--- src/rtl/cpspid_pkg.sv ---
// Shared widths, register codes and helpers for the cascaded PID controller
package cpspid_pkg;

    localparam int GAIN_W      = 16;
    localparam int POS_W       = 32;
    localparam int SPD_W       = 16;
    localparam int DRV_OUT_W   = 16;
    localparam int SP_W        = 32;
    localparam int ERR_W       = 33;
    localparam int DIF_W       = 34;
    localparam int SUM_W       = 48;
    localparam int ACC_W       = 64;
    localparam int CFG_IDX_W   = 3;
    localparam int NUM_GAINS   = 6;

    localparam int GAIN_FRAC_BITS_DEF = 8;
    localparam int DRIVE_WIDTH_DEF    = 16;

    typedef enum logic [CFG_IDX_W-1:0] {
        REG_POS_GAIN_P,
        REG_POS_GAIN_I,
        REG_POS_GAIN_D,
        REG_SPD_GAIN_P,
        REG_SPD_GAIN_I,
        REG_SPD_GAIN_D
    } gain_idx_t;

    typedef logic signed [GAIN_W-1:0] gain_t;
    typedef logic signed [ERR_W-1:0]  err_t;
    typedef logic signed [DIF_W-1:0]  dif_t;
    typedef logic signed [SUM_W-1:0]  sum_t;
    typedef logic signed [ACC_W-1:0]  acc_t;

    // saturate a one-bit-grown integrator sum back to SUM_W bits
    function automatic sum_t sat_sum(input logic signed [SUM_W:0] x);
        sum_t r;
        if (x[SUM_W] != x[SUM_W-1])
            r = x[SUM_W] ? {1'b1, {(SUM_W-1){1'b0}}} : {1'b0, {(SUM_W-1){1'b1}}};
        else
            r = x[SUM_W-1:0];
        return r;
    endfunction

endpackage

--- src/rtl/cpspid_if.sv ---
// Request channel interfaces for the cascaded PID controller
interface cpspid_sample_if import cpspid_pkg::*; ();
    logic                    valid;
    logic                    ready;
    logic signed [POS_W-1:0] position_target;
    logic signed [POS_W-1:0] position_measured;
    logic signed [SPD_W-1:0] speed_measured;

    modport source (output valid, position_target, position_measured, speed_measured,
                    input ready);
    modport sink   (input valid, position_target, position_measured, speed_measured,
                    output ready);
endinterface

interface cpspid_result_if import cpspid_pkg::*; ();
    logic                        valid;
    logic                        ready;
    logic signed [DRV_OUT_W-1:0] drive_value;
    logic signed [SP_W-1:0]      speed_setpoint;

    modport source (output valid, drive_value, speed_setpoint, input ready);
    modport sink   (input valid, drive_value, speed_setpoint, output ready);
endinterface

interface cpspid_cfg_if import cpspid_pkg::*; ();
    logic                 valid;
    logic                 ready;
    logic [CFG_IDX_W-1:0] index;
    logic [GAIN_W-1:0]    data;

    modport source (output valid, index, data, input ready);
    modport sink   (input valid, index, data, output ready);
endinterface

--- src/rtl/cascaded_position_speed_pid_top.sv ---
// Cascaded position/speed PID controller top level
// One request carries a position target, measured position and measured speed; the
// outer position PID yields a 32-bit speed setpoint and the inner speed PID a drive
// value, both returned in one result. Gains are signed Q8.8, written through the cfg
// channel (index 0..5: position P, I, D, speed P, I, D; other indices ignored; always
// ready). A single shared 16x48 multiplier with a 64-bit accumulator forms all six
// products in turn, so a request is not accepted until the previous one has finished,
// and is held off further while a previous result is still waiting to be taken.
module cascaded_position_speed_pid_top
    import cpspid_pkg::*;
#(
    parameter int GAIN_FRAC_BITS = GAIN_FRAC_BITS_DEF,
    parameter int DRIVE_WIDTH    = DRIVE_WIDTH_DEF
)
(
    input  logic            clk,
    input  logic            rst_n,
    cpspid_sample_if.sink   sample,
    cpspid_result_if.source result,
    cpspid_cfg_if.sink      cfg
);

    localparam acc_t SP_MAX  = acc_t'(64'sd2147483647);
    localparam acc_t SP_MIN  = -SP_MAX - acc_t'(64'sd1);
    localparam acc_t DRV_MAX = (acc_t'(64'sd1) <<< (DRIVE_WIDTH - 1)) - acc_t'(64'sd1);
    localparam acc_t DRV_MIN = -DRV_MAX - acc_t'(64'sd1);

    typedef enum logic [3:0] {
        S_IDLE,
        S_ERR,
        S_INT,
        S_MUL_P,
        S_MUL_I,
        S_MUL_D,
        S_ACC,
        S_SAT,
        S_DONE
    } state_t;

    state_t state_reg;
    logic   loop_spd_reg;

    gain_t gain_reg [NUM_GAINS];

    sum_t pos_sum_reg, spd_sum_reg;
    err_t pos_new_reg, pos_old_reg, spd_new_reg, spd_old_reg;

    logic signed [POS_W-1:0] tgt_reg, meas_reg;
    logic signed [SPD_W-1:0] spd_reg;
    err_t err_reg;
    dif_t dif_reg;
    acc_t prod_reg, acc_reg;
    logic signed [SP_W-1:0]      setpoint_reg;
    logic signed [DRV_OUT_W-1:0] drive_reg;

    logic                        out_valid_reg;
    logic signed [DRV_OUT_W-1:0] out_drive_reg;
    logic signed [SP_W-1:0]      out_sp_reg;

    gain_idx_t   gain_sel;
    gain_t       mul_a;
    sum_t        mul_b;
    acc_t        prod_next;
    err_t        err_next;
    sum_t        sum_cur, sum_next;
    err_t        new_cur, old_cur;
    acc_t        shifted;
    logic signed [SP_W-1:0]      sp_clamped;
    logic signed [DRV_OUT_W-1:0] drv_clamped;

    assign sample.ready = (state_reg == S_IDLE);
    assign cfg.ready    = 1'b1;

    assign result.valid          = out_valid_reg;
    assign result.drive_value    = out_drive_reg;
    assign result.speed_setpoint = out_sp_reg;

    assign sum_cur = loop_spd_reg ? spd_sum_reg : pos_sum_reg;
    assign new_cur = loop_spd_reg ? spd_new_reg : pos_new_reg;
    assign old_cur = loop_spd_reg ? spd_old_reg : pos_old_reg;
    assign sum_next = sat_sum({sum_cur[SUM_W-1], sum_cur} +
                              {{(SUM_W+1-ERR_W){err_reg[ERR_W-1]}}, err_reg});

    always_comb
    begin
        if (loop_spd_reg)
            err_next = {setpoint_reg[SP_W-1], setpoint_reg} -
                       {{(ERR_W-SPD_W){spd_reg[SPD_W-1]}}, spd_reg};
        else
            err_next = {tgt_reg[POS_W-1], tgt_reg} - {meas_reg[POS_W-1], meas_reg};
    end

    always_comb
    begin
        gain_sel = REG_POS_GAIN_P;
        mul_b    = '0;
        case (state_reg)
            S_MUL_P:
            begin
                gain_sel = loop_spd_reg ? REG_SPD_GAIN_P : REG_POS_GAIN_P;
                mul_b    = {{(SUM_W-ERR_W){err_reg[ERR_W-1]}}, err_reg};
            end
            S_MUL_I:
            begin
                gain_sel = loop_spd_reg ? REG_SPD_GAIN_I : REG_POS_GAIN_I;
                mul_b    = sum_cur;
            end
            S_MUL_D:
            begin
                gain_sel = loop_spd_reg ? REG_SPD_GAIN_D : REG_POS_GAIN_D;
                mul_b    = {{(SUM_W-DIF_W){dif_reg[DIF_W-1]}}, dif_reg};
            end
            default:
            begin
                gain_sel = REG_POS_GAIN_P;
                mul_b    = '0;
            end
        endcase
    end

    assign mul_a     = gain_reg[gain_sel];
    assign prod_next = mul_a * mul_b;

    assign shifted = acc_reg >>> GAIN_FRAC_BITS;

    always_comb
    begin
        if (shifted > SP_MAX)
            sp_clamped = SP_MAX[SP_W-1:0];
        else if (shifted < SP_MIN)
            sp_clamped = SP_MIN[SP_W-1:0];
        else
            sp_clamped = shifted[SP_W-1:0];

        if (shifted > DRV_MAX)
            drv_clamped = DRV_MAX[DRV_OUT_W-1:0];
        else if (shifted < DRV_MIN)
            drv_clamped = DRV_MIN[DRV_OUT_W-1:0];
        else
            drv_clamped = shifted[DRV_OUT_W-1:0];
    end

    // datapath registers, no reset needed
    always_ff @(posedge clk)
    begin
        if (sample.valid && sample.ready)
        begin
            tgt_reg  <= sample.position_target;
            meas_reg <= sample.position_measured;
            spd_reg  <= sample.speed_measured;
        end
        if (state_reg == S_ERR)
            err_reg <= err_next;
        if (state_reg == S_INT)
            dif_reg <= {new_cur[ERR_W-1], new_cur} - {old_cur[ERR_W-1], old_cur};
        prod_reg <= prod_next;
        case (state_reg)
            S_INT:           acc_reg <= '0;
            S_MUL_I, S_MUL_D,
            S_ACC:           acc_reg <= acc_reg + prod_reg;
            default:         acc_reg <= acc_reg;
        endcase
        if (state_reg == S_SAT && !loop_spd_reg)
            setpoint_reg <= sp_clamped;
        if (state_reg == S_SAT && loop_spd_reg)
            drive_reg <= drv_clamped;
    end

    always_ff @(posedge clk or negedge rst_n)
    begin
        if (!rst_n)
        begin
            state_reg     <= S_IDLE;
            loop_spd_reg  <= 1'b0;
            out_valid_reg <= 1'b0;
            out_drive_reg <= '0;
            out_sp_reg    <= '0;
            pos_sum_reg   <= '0;
            pos_new_reg   <= '0;
            pos_old_reg   <= '0;
            spd_sum_reg   <= '0;
            spd_new_reg   <= '0;
            spd_old_reg   <= '0;
            for (int i = 0; i < NUM_GAINS; i++)
                gain_reg[i] <= '0;
        end
        else
        begin
            if (cfg.valid && cfg.index < CFG_IDX_W'(NUM_GAINS))
                gain_reg[cfg.index] <= cfg.data;

            if (state_reg == S_DONE && (!out_valid_reg || result.ready))
                out_valid_reg <= 1'b1;
            else if (result.ready)
                out_valid_reg <= 1'b0;

            unique case (state_reg)
                S_IDLE:
                begin
                    if (sample.valid)
                    begin
                        loop_spd_reg <= 1'b0;
                        state_reg    <= S_ERR;
                    end
                end
                S_ERR:
                    state_reg <= S_INT;
                S_INT:
                begin
                    if (loop_spd_reg)
                    begin
                        spd_sum_reg <= sum_next;
                        spd_old_reg <= spd_new_reg;
                        spd_new_reg <= err_reg;
                    end
                    else
                    begin
                        pos_sum_reg <= sum_next;
                        pos_old_reg <= pos_new_reg;
                        pos_new_reg <= err_reg;
                    end
                    state_reg <= S_MUL_P;
                end
                S_MUL_P:
                    state_reg <= S_MUL_I;
                S_MUL_I:
                    state_reg <= S_MUL_D;
                S_MUL_D:
                    state_reg <= S_ACC;
                S_ACC:
                    state_reg <= S_SAT;
                S_SAT:
                begin
                    if (loop_spd_reg)
                        state_reg <= S_DONE;
                    else
                    begin
                        loop_spd_reg <= 1'b1;
                        state_reg    <= S_ERR;
                    end
                end
                S_DONE:
                begin
                    if (!out_valid_reg || result.ready)
                    begin
                        out_drive_reg <= drive_reg;
                        out_sp_reg    <= setpoint_reg;
                        state_reg     <= S_IDLE;
                    end
                end
                default:
                    state_reg <= S_IDLE;
            endcase
        end
    end

endmodule

--- src/flat_wrapper.sv ---
// flat-port wrapper written by rule: the top's interface ports become plain ports
module cascaded_position_speed_pid_top_flat import cpspid_pkg::*;
#(
    parameter int GAIN_FRAC_BITS = GAIN_FRAC_BITS_DEF,
    parameter int DRIVE_WIDTH    = DRIVE_WIDTH_DEF
)
  (clk, rst_n, sample_valid, sample_position_target, sample_position_measured, sample_speed_measured, sample_ready, result_valid, result_drive_value, result_speed_setpoint, result_ready, cfg_valid, cfg_index, cfg_data, cfg_ready);
  cpspid_sample_if sample_i ();
  cpspid_result_if result_i ();
  cpspid_cfg_if cfg_i ();
  input  logic clk;
  input  logic rst_n;
  input wire logic [$bits(sample_i.valid)-1:0] sample_valid;
  input wire logic [$bits(sample_i.position_target)-1:0] sample_position_target;
  input wire logic [$bits(sample_i.position_measured)-1:0] sample_position_measured;
  input wire logic [$bits(sample_i.speed_measured)-1:0] sample_speed_measured;
  output wire logic [$bits(sample_i.ready)-1:0] sample_ready;
  output wire logic [$bits(result_i.valid)-1:0] result_valid;
  output wire logic [$bits(result_i.drive_value)-1:0] result_drive_value;
  output wire logic [$bits(result_i.speed_setpoint)-1:0] result_speed_setpoint;
  input wire logic [$bits(result_i.ready)-1:0] result_ready;
  input wire logic [$bits(cfg_i.valid)-1:0] cfg_valid;
  input wire logic [$bits(cfg_i.index)-1:0] cfg_index;
  input wire logic [$bits(cfg_i.data)-1:0] cfg_data;
  output wire logic [$bits(cfg_i.ready)-1:0] cfg_ready;
  assign sample_i.valid = sample_valid;
  assign sample_i.position_target = sample_position_target;
  assign sample_i.position_measured = sample_position_measured;
  assign sample_i.speed_measured = sample_speed_measured;
  assign sample_ready = sample_i.ready;
  assign result_valid = result_i.valid;
  assign result_drive_value = result_i.drive_value;
  assign result_speed_setpoint = result_i.speed_setpoint;
  assign result_i.ready = result_ready;
  assign cfg_i.valid = cfg_valid;
  assign cfg_i.index = cfg_index;
  assign cfg_i.data = cfg_data;
  assign cfg_ready = cfg_i.ready;
  cascaded_position_speed_pid_top #(.GAIN_FRAC_BITS(GAIN_FRAC_BITS), .DRIVE_WIDTH(DRIVE_WIDTH)) u_core (.clk(clk), .rst_n(rst_n), .sample(sample_i), .result(result_i), .cfg(cfg_i));
endmodule
--- config.mk ---
export PLATFORM = sky130hd
export DESIGN_NAME = cascaded_position_speed_pid_top_flat
export DESIGN_NICKNAME = d
export VERILOG_FILES = /design/src/rtl/cpspid_pkg.sv /design/src/rtl/cpspid_if.sv /design/src/rtl/cascaded_position_speed_pid_top.sv /design/src/flat_wrapper.sv
export SDC_FILE = /design/constraint.sdc
export NUM_CORES = 2
export LEC_CHECK = 0
export BUFFER_PORTS_ARGS = -buffer_cell sky130_fd_sc_hd__buf_2
export CAP_MARGIN = 0
export CORE_MARGIN = 8
export CORE_UTILIZATION = 50
export CTS_CLUSTER_DIAMETER = 40
export CTS_CLUSTER_SIZE = 24
export DETAILED_ROUTE_END_ITERATION = 10
export GPL_TIMING_DRIVEN = 0
export PLACE_DENSITY = 0.72
export SETUP_SLACK_MARGIN = 0.4
export SLEW_MARGIN = 20
export SYNTH_ARGS = -nofsm -noshare
export SYNTH_HDL_FRONTEND = slang
export SYNTH_SLANG_ARGS = --single-unit
--- constraint.sdc ---
create_clock -name clk -period 20.4 [get_ports clk]
set_clock_uncertainty 0.15 [all_clocks]
set_input_delay 5.1 -clock clk [delete_from_list [all_inputs] [get_ports clk]]
set_output_delay 5.1 -clock clk [all_outputs]
set_load 0.1 [all_outputs]
Word-level counts from Yosys, hierarchy flattened
Cells that the tools add are included.
W data, S select, Z words.
{"block": "totals", "in_bits": 104, "output_inout_bits": 51, "elab_cells": 101, "regBits": 701}
{"block": "op_classes", "eq_ne": 11, "n_lt_le_gt_ge": 8, "addsub": 5, "mux": 28, "multipliers": 1, "bitwise": 3, "reduce_logical": 19}
{"op": "$mux W48", "count": 3}
{"op": "$pmux W48 S3", "count": 1}
{"op": "$pmux W64 S2", "count": 1}
{"op": "$mux W33", "count": 3}
{"op": "$bwmux W96", "count": 1}
{"op": "$add A64 B64 Y64", "count": 1}
{"op": "$mul A16 B48 Y64", "count": 1}
{"op": "$mux W16", "count": 4}
{"op": "$gt A56 B16 Y1 const B", "count": 1}
{"op": "$gt A56 B32 Y1 const B", "count": 1}
{"op": "$lt A56 B16 Y1 const B", "count": 1}
{"op": "$lt A56 B32 Y1 const B", "count": 1}
{"op": "$add A48 B33 Y49", "count": 1}
{"op": "$bmux W16 S3", "count": 1}
{"op": "$demux W16 S3", "count": 1}
{"op": "$pmux W4 S9", "count": 1}
{"op": "$sub A33 B33 Y34", "count": 1}
{"op": "$sub A32 B16 Y33", "count": 1}
{"op": "$sub A32 B32 Y33", "count": 1}
{"op": "$mux W32", "count": 1}
{"op": "$eq A4 B3 Y1 const B", "count": 4}
{"op": "$mux W4", "count": 3}
{"op": "$reduce_and A2 Y1", "count": 5}
{"op": "$pmux W3 S3", "count": 1}
{"op": "20 further kinds", "count": 35}

Logic depth before layout (Yosys ltp)
{"block": "logic_depth", "word_depth": 7, "mapped_depth": 38}

Worst setup path before layout
No wires, ideal clock.
{"block": "synth_path", "kind": "reg-to-output", "start": "reg u_core.state_reg[0]", "end": "out sample_ready", "stages_incl_launch_ff": 3, "setup_slack_ns": 11.594, "arrival_time_ns": 3.556, "t_required_ns": 15.150, "cell_sequence": "dfrtp_1 > buf_2 > nor4_1"}
{"block": "synth_between", "elab_chain_cells": 1}
{"item": "from (decl)", "line_no": "cascaded_position_speed_pid_top.sv:40", "text": "state_t state_reg;"}
{"item": "from (signal assigned)", "line_no": "cascaded_position_speed_pid_top.sv:173", "text": "state_reg <= S_IDLE;"}
{"item": "from (signal assigned)", "line_no": "cascaded_position_speed_pid_top.sv:203", "text": "state_reg <= S_ERR;"}
{"item": "from (signal assigned)", "line_no": "cascaded_position_speed_pid_top.sv:207", "text": "state_reg <= S_INT;"}
{"item": "$logic_not A4 Y1", "line_no": "cascaded_position_speed_pid_top.sv:71", "text": "assign sample.ready = (state_reg == S_IDLE);"}
{"item": "to (decl)", "line_no": "flat_wrapper.sv:17", "text": "output wire logic [$bits(sample_i.ready)-1:0] sample_ready;"}
No other way between the ends.

Worst setup path after layout
{"block": "layout_path", "start": "reg u_core.state_reg[1]", "end": "reg u_core.prod_reg[58]"}
{"block": "layout_between", "elab_chain_cells": 7, "word_cells_on_any_way": 10, "classes_between": "mul: 1; eq/ne: 3; mux: 5; bitwise: 1"}
{"item": "$eq A4 B3 Y1 or $eq A4 B2 Y1 (tied branches)", "line_no": "cascaded_position_speed_pid_top.sv:97", "text": "case (state_reg)"}
{"item": "$pmux W3 S3", "line_no": "cascaded_position_speed_pid_top.sv:97"}
{"item": "$not A3 Y4 (not written as such)", "line_no": "cascaded_position_speed_pid_top.sv:121", "text": "assign mul_a = gain_reg[gain_sel];"}
{"item": "$bmux W16 S3", "line_no": "cascaded_position_speed_pid_top.sv:121"}
{"item": "$mux W16 (not written as such) (2 in a row)", "line_no": "cascaded_position_speed_pid_top.sv:121"}
{"item": "$mul A16 B48 Y64 (*)", "line_no": "cascaded_position_speed_pid_top.sv:122", "text": "assign prod_next = mul_a * mul_b;"}
{"item": "net u_core.prod_next[58]", "line_no": "cascaded_position_speed_pid_top.sv:63", "text": "acc_t prod_next;"}
{"item": "to (signal assigned)", "line_no": "cascaded_position_speed_pid_top.sv:156", "text": "prod_reg <= prod_next;"}
{"item": "to (decl)", "line_no": "cascaded_position_speed_pid_top.sv:52", "text": "acc_t prod_reg, acc_reg;"}
Mark *: on every way through the listed nets, which the timed path passes. The rest lies on a longest branch. The select of a mux whose other input is x is not followed.
A chain may end at the register's enable or synchronous reset.

==> flow_summary.yaml <==
layout:
  fillCellCount: 11300
  multi_input_area_um2: 41000
  drive_gt1_share_pct: 9.96
  largest_reg_flops: 96
  design_area_um2: 71300
  area_growth_pct: 10.5
  nNetsFinal: 8447
  regArea_um2: 18500
worst_setup_path:
  critPathLaunchType: "flip-flop"
  path_max_fanout: 10
  startpoint: "u_core.state_reg[1]"
  r2r_start: "u_core.state_reg[1]"
  worstPathArrival_ps: 12540
  crit_top_cell: "fa_1"
  worst_setup_path_end_kind: "flip-flop"
  required_ps: 20840
  slowest_delay_ps: 770
  critical_path_class: "reg -> reg"
  cp_slowest_cell: "nor3_2"
cts:
  cts_tree: "done"
  clock_latency_ps: 760
  hold_buffers: 0
  clockRootBuffer: "clkbuf_16"
  cts_buffers: 101
  cts_sinks: 701
  cts_setup_buffers: 0
  cts_buffer_depth: 3
  htreeDepth: 3
  post_cts_resized: 0
  clkSlewWorstSetupHoldPaths_ps: 60
placement:
  dpl-instance-area_um2: 67700
  portBuffers: 151
  dpl.hpwl_um: 165000
  place_ws_ps: 8460
  gp_congestion: 1.01
detailed_routing:
  drtAntennaViolNets: 0
  drt-total-wl_um: 208000
  vias_per_cell: 5.84
  drtIter0Drc: 5504
  wire_per_inst_um: 23.0
  firstDrtPassIters: 6
  vias: 52700
  remaining_drc_errors: 0
sta:
  report.final.slew_viol_count: 0
  finalSetupViolCount: 0
  period_needed_ps: 12100
  finalCritPeriodShare_pct: 59.3
  worst_slack_ps: 8300
  rsz0062_at_grt: "no"
  fmax_mhz: 82.6
  finalSetupTns_ps: 0
  worstMarginPinSlew_ps: 1240
  hold_viol: 0
  slew_headroom_pct: 16.6
global_route:
  grt_first_pass_wirelength_um: 318000
  grt_antenna_before_repair: 11
  grt_overflow: 0
  grt.total_usage_pct: 29.2
  grt_pass1_vias: 53100
  grt_max_degree: 97
logic_synthesis:
  synth_top_area_cell: "fa_1"
  synth_top_area_share_pct: 22.2
  ys_warn_count: 0
  yosysSeqAreaShare_pct: 28.7
  synth_ff_type: "dfrtp_1"
  synth_area_leaders: "fa_1 22%, dfrtp_1 15%, edfxtp_1 12%"
  syn_nets: 8178
  async_flop_share_pct: 53.9
  avgSynthCellArea_um2: 9.21
  ys_types: 85
  synth_area_um2: 64500
  synth_edf_count: 259
  syn_inst: 7005
  ys_ff_latch: 701
min_path:
  hold_class: "reg -> reg"
  min_from: "u_core.pos_old_reg[22]"
floorplanning:
  initial_core_util_pct: 50.5
  die_h_um: 375
  dieArea_um2: 141000
  coreArea_um2: 128000
  dieWidth_um: 375
  ios: 155
  fp-row-count: 131
status:
  status: "finished clean"
run:
  cap_violations: 0
## cells in the mapped netlist, types with 69 or more instances
cell type	count
nor2_1	526
and2_1	69
fa_1	715
nand2_1	1269
inv_1	1001
o21ai_0	185
edfxtp_1	259
ha_1	354
xor2_1	73
clkbuf_1	199
a21o_1	160
a21oi_1	373
mux2_2	240
buf_2	74
xnor2_1	164
dfrtp_1	378
## path summary, 6_finish.rpt
check | cells past startpoint | endpoint | slack (ps)
max in group asynchronous | 3 | u_core.result.drive_value[9] | 14840
min in group asynchronous | 1 | u_core.gain_reg[33] | 4000
worst max register to register | 36 | u_core.prod_reg[58] | 8300
worst min register to register | 2 | u_core.pos_old_reg[22] | 320
worst max-delay path | 36 | u_core.prod_reg[58] | 8300
worst min-delay path | 2 | u_core.pos_old_reg[22] | 320
## placed cells by master (no fill, tap or decap), types with 17 or more instances in the layout
| cell | n |
|---|---|
| nand2_1 | 1268 |
| inv_1 | 999 |
| fa_1 | 715 |
| nor2_1 | 526 |
| dfrtp_1 | 378 |
| a21oi_1 | 369 |
| ha_1 | 354 |
| edfxtp_1 | 259 |
| mux2_2 | 240 |
| buf_2 | 225 |
| clkbuf_1 | 206 |
| o21ai_0 | 185 |
| xnor2_1 | 164 |
| a21o_1 | 160 |
| clkbuf_16 | 102 |
| xor2_1 | 73 |
| and2_1 | 68 |
| nand3_1 | 67 |
| dfxtp_1 | 64 |
| nand2b_1 | 56 |
| mux2i_1 | 53 |
| a31oi_1 | 53 |
| o21a_1 | 52 |
| o21bai_1 | 51 |
| nor3_1 | 50 |
| nand4_1 | 50 |
| a211oi_1 | 44 |
| and3_1 | 35 |
| a22oi_1 | 34 |
| buf_1 | 32 |
| a22o_1 | 20 |
| nor2b_1 | 20 |
| o211ai_1 | 19 |
| o31ai_1 | 19 |
| or2_2 | 17 |
## metal layers
metal,vias to the layer above,routed length (um),track usage [%]
met4,0,12400,14.2
li1,23300,-,-
met2,2826,89100,43.4
met5,-,0,0
met3,554,23600,8.33
met1,26000,82500,39.3
## through the flow
step,util [%],cells,hold slack (ps)
detailed placement,52.9,8833,312
CTS,55.7,9024,322
global route,55.8,9028,344
floorplan,-,7005,290
global placement,52.7,8818,304
finish,55.8,9034,320
## final cells by class
cell class	count	area share [%]
antenna	10	0.0351
tap	1662	2.92
clock inverter	77	1.33
buffer	317	1.87
timing repair buffer	166	1.42
sequential	701	26.0
inverter	1001	5.27
multi-input combinational	4986	57.5
clock buffer	114	3.71
## cell families (layout without fill, tap and decap cells)
group	count (synthesis)	after routing	synth area share (%)
AOI/OAI and AO/OA	1150	1150	11.5
xor gates and xnor gates	237	237	3.22
adders and majority gates	1072	1072	29.1
buffers and inverters	1318	1675	7.89
DFF	701	701	28.7
muxes	293	293	5.01
other	1	11	0.00581
and+or+nand+nor	2233	2233	14.6
## worst max-delay path, delay by kind of cell, from the launching register on
kind / cells / cell delay (ps)
flip-flops: 1 / 320
AND/OR/NAND/NOR: 9 / 2020
adder cells (fa/ha/maj): 7 / 3590
AO/OA/AOI/OAI: 10 / 4000
buffers and inverters: 10 / 1820
Power is left out: the tool's default activity adds up to more than one toggle a clock period on the data nets, which glitch-free logic cannot reach.
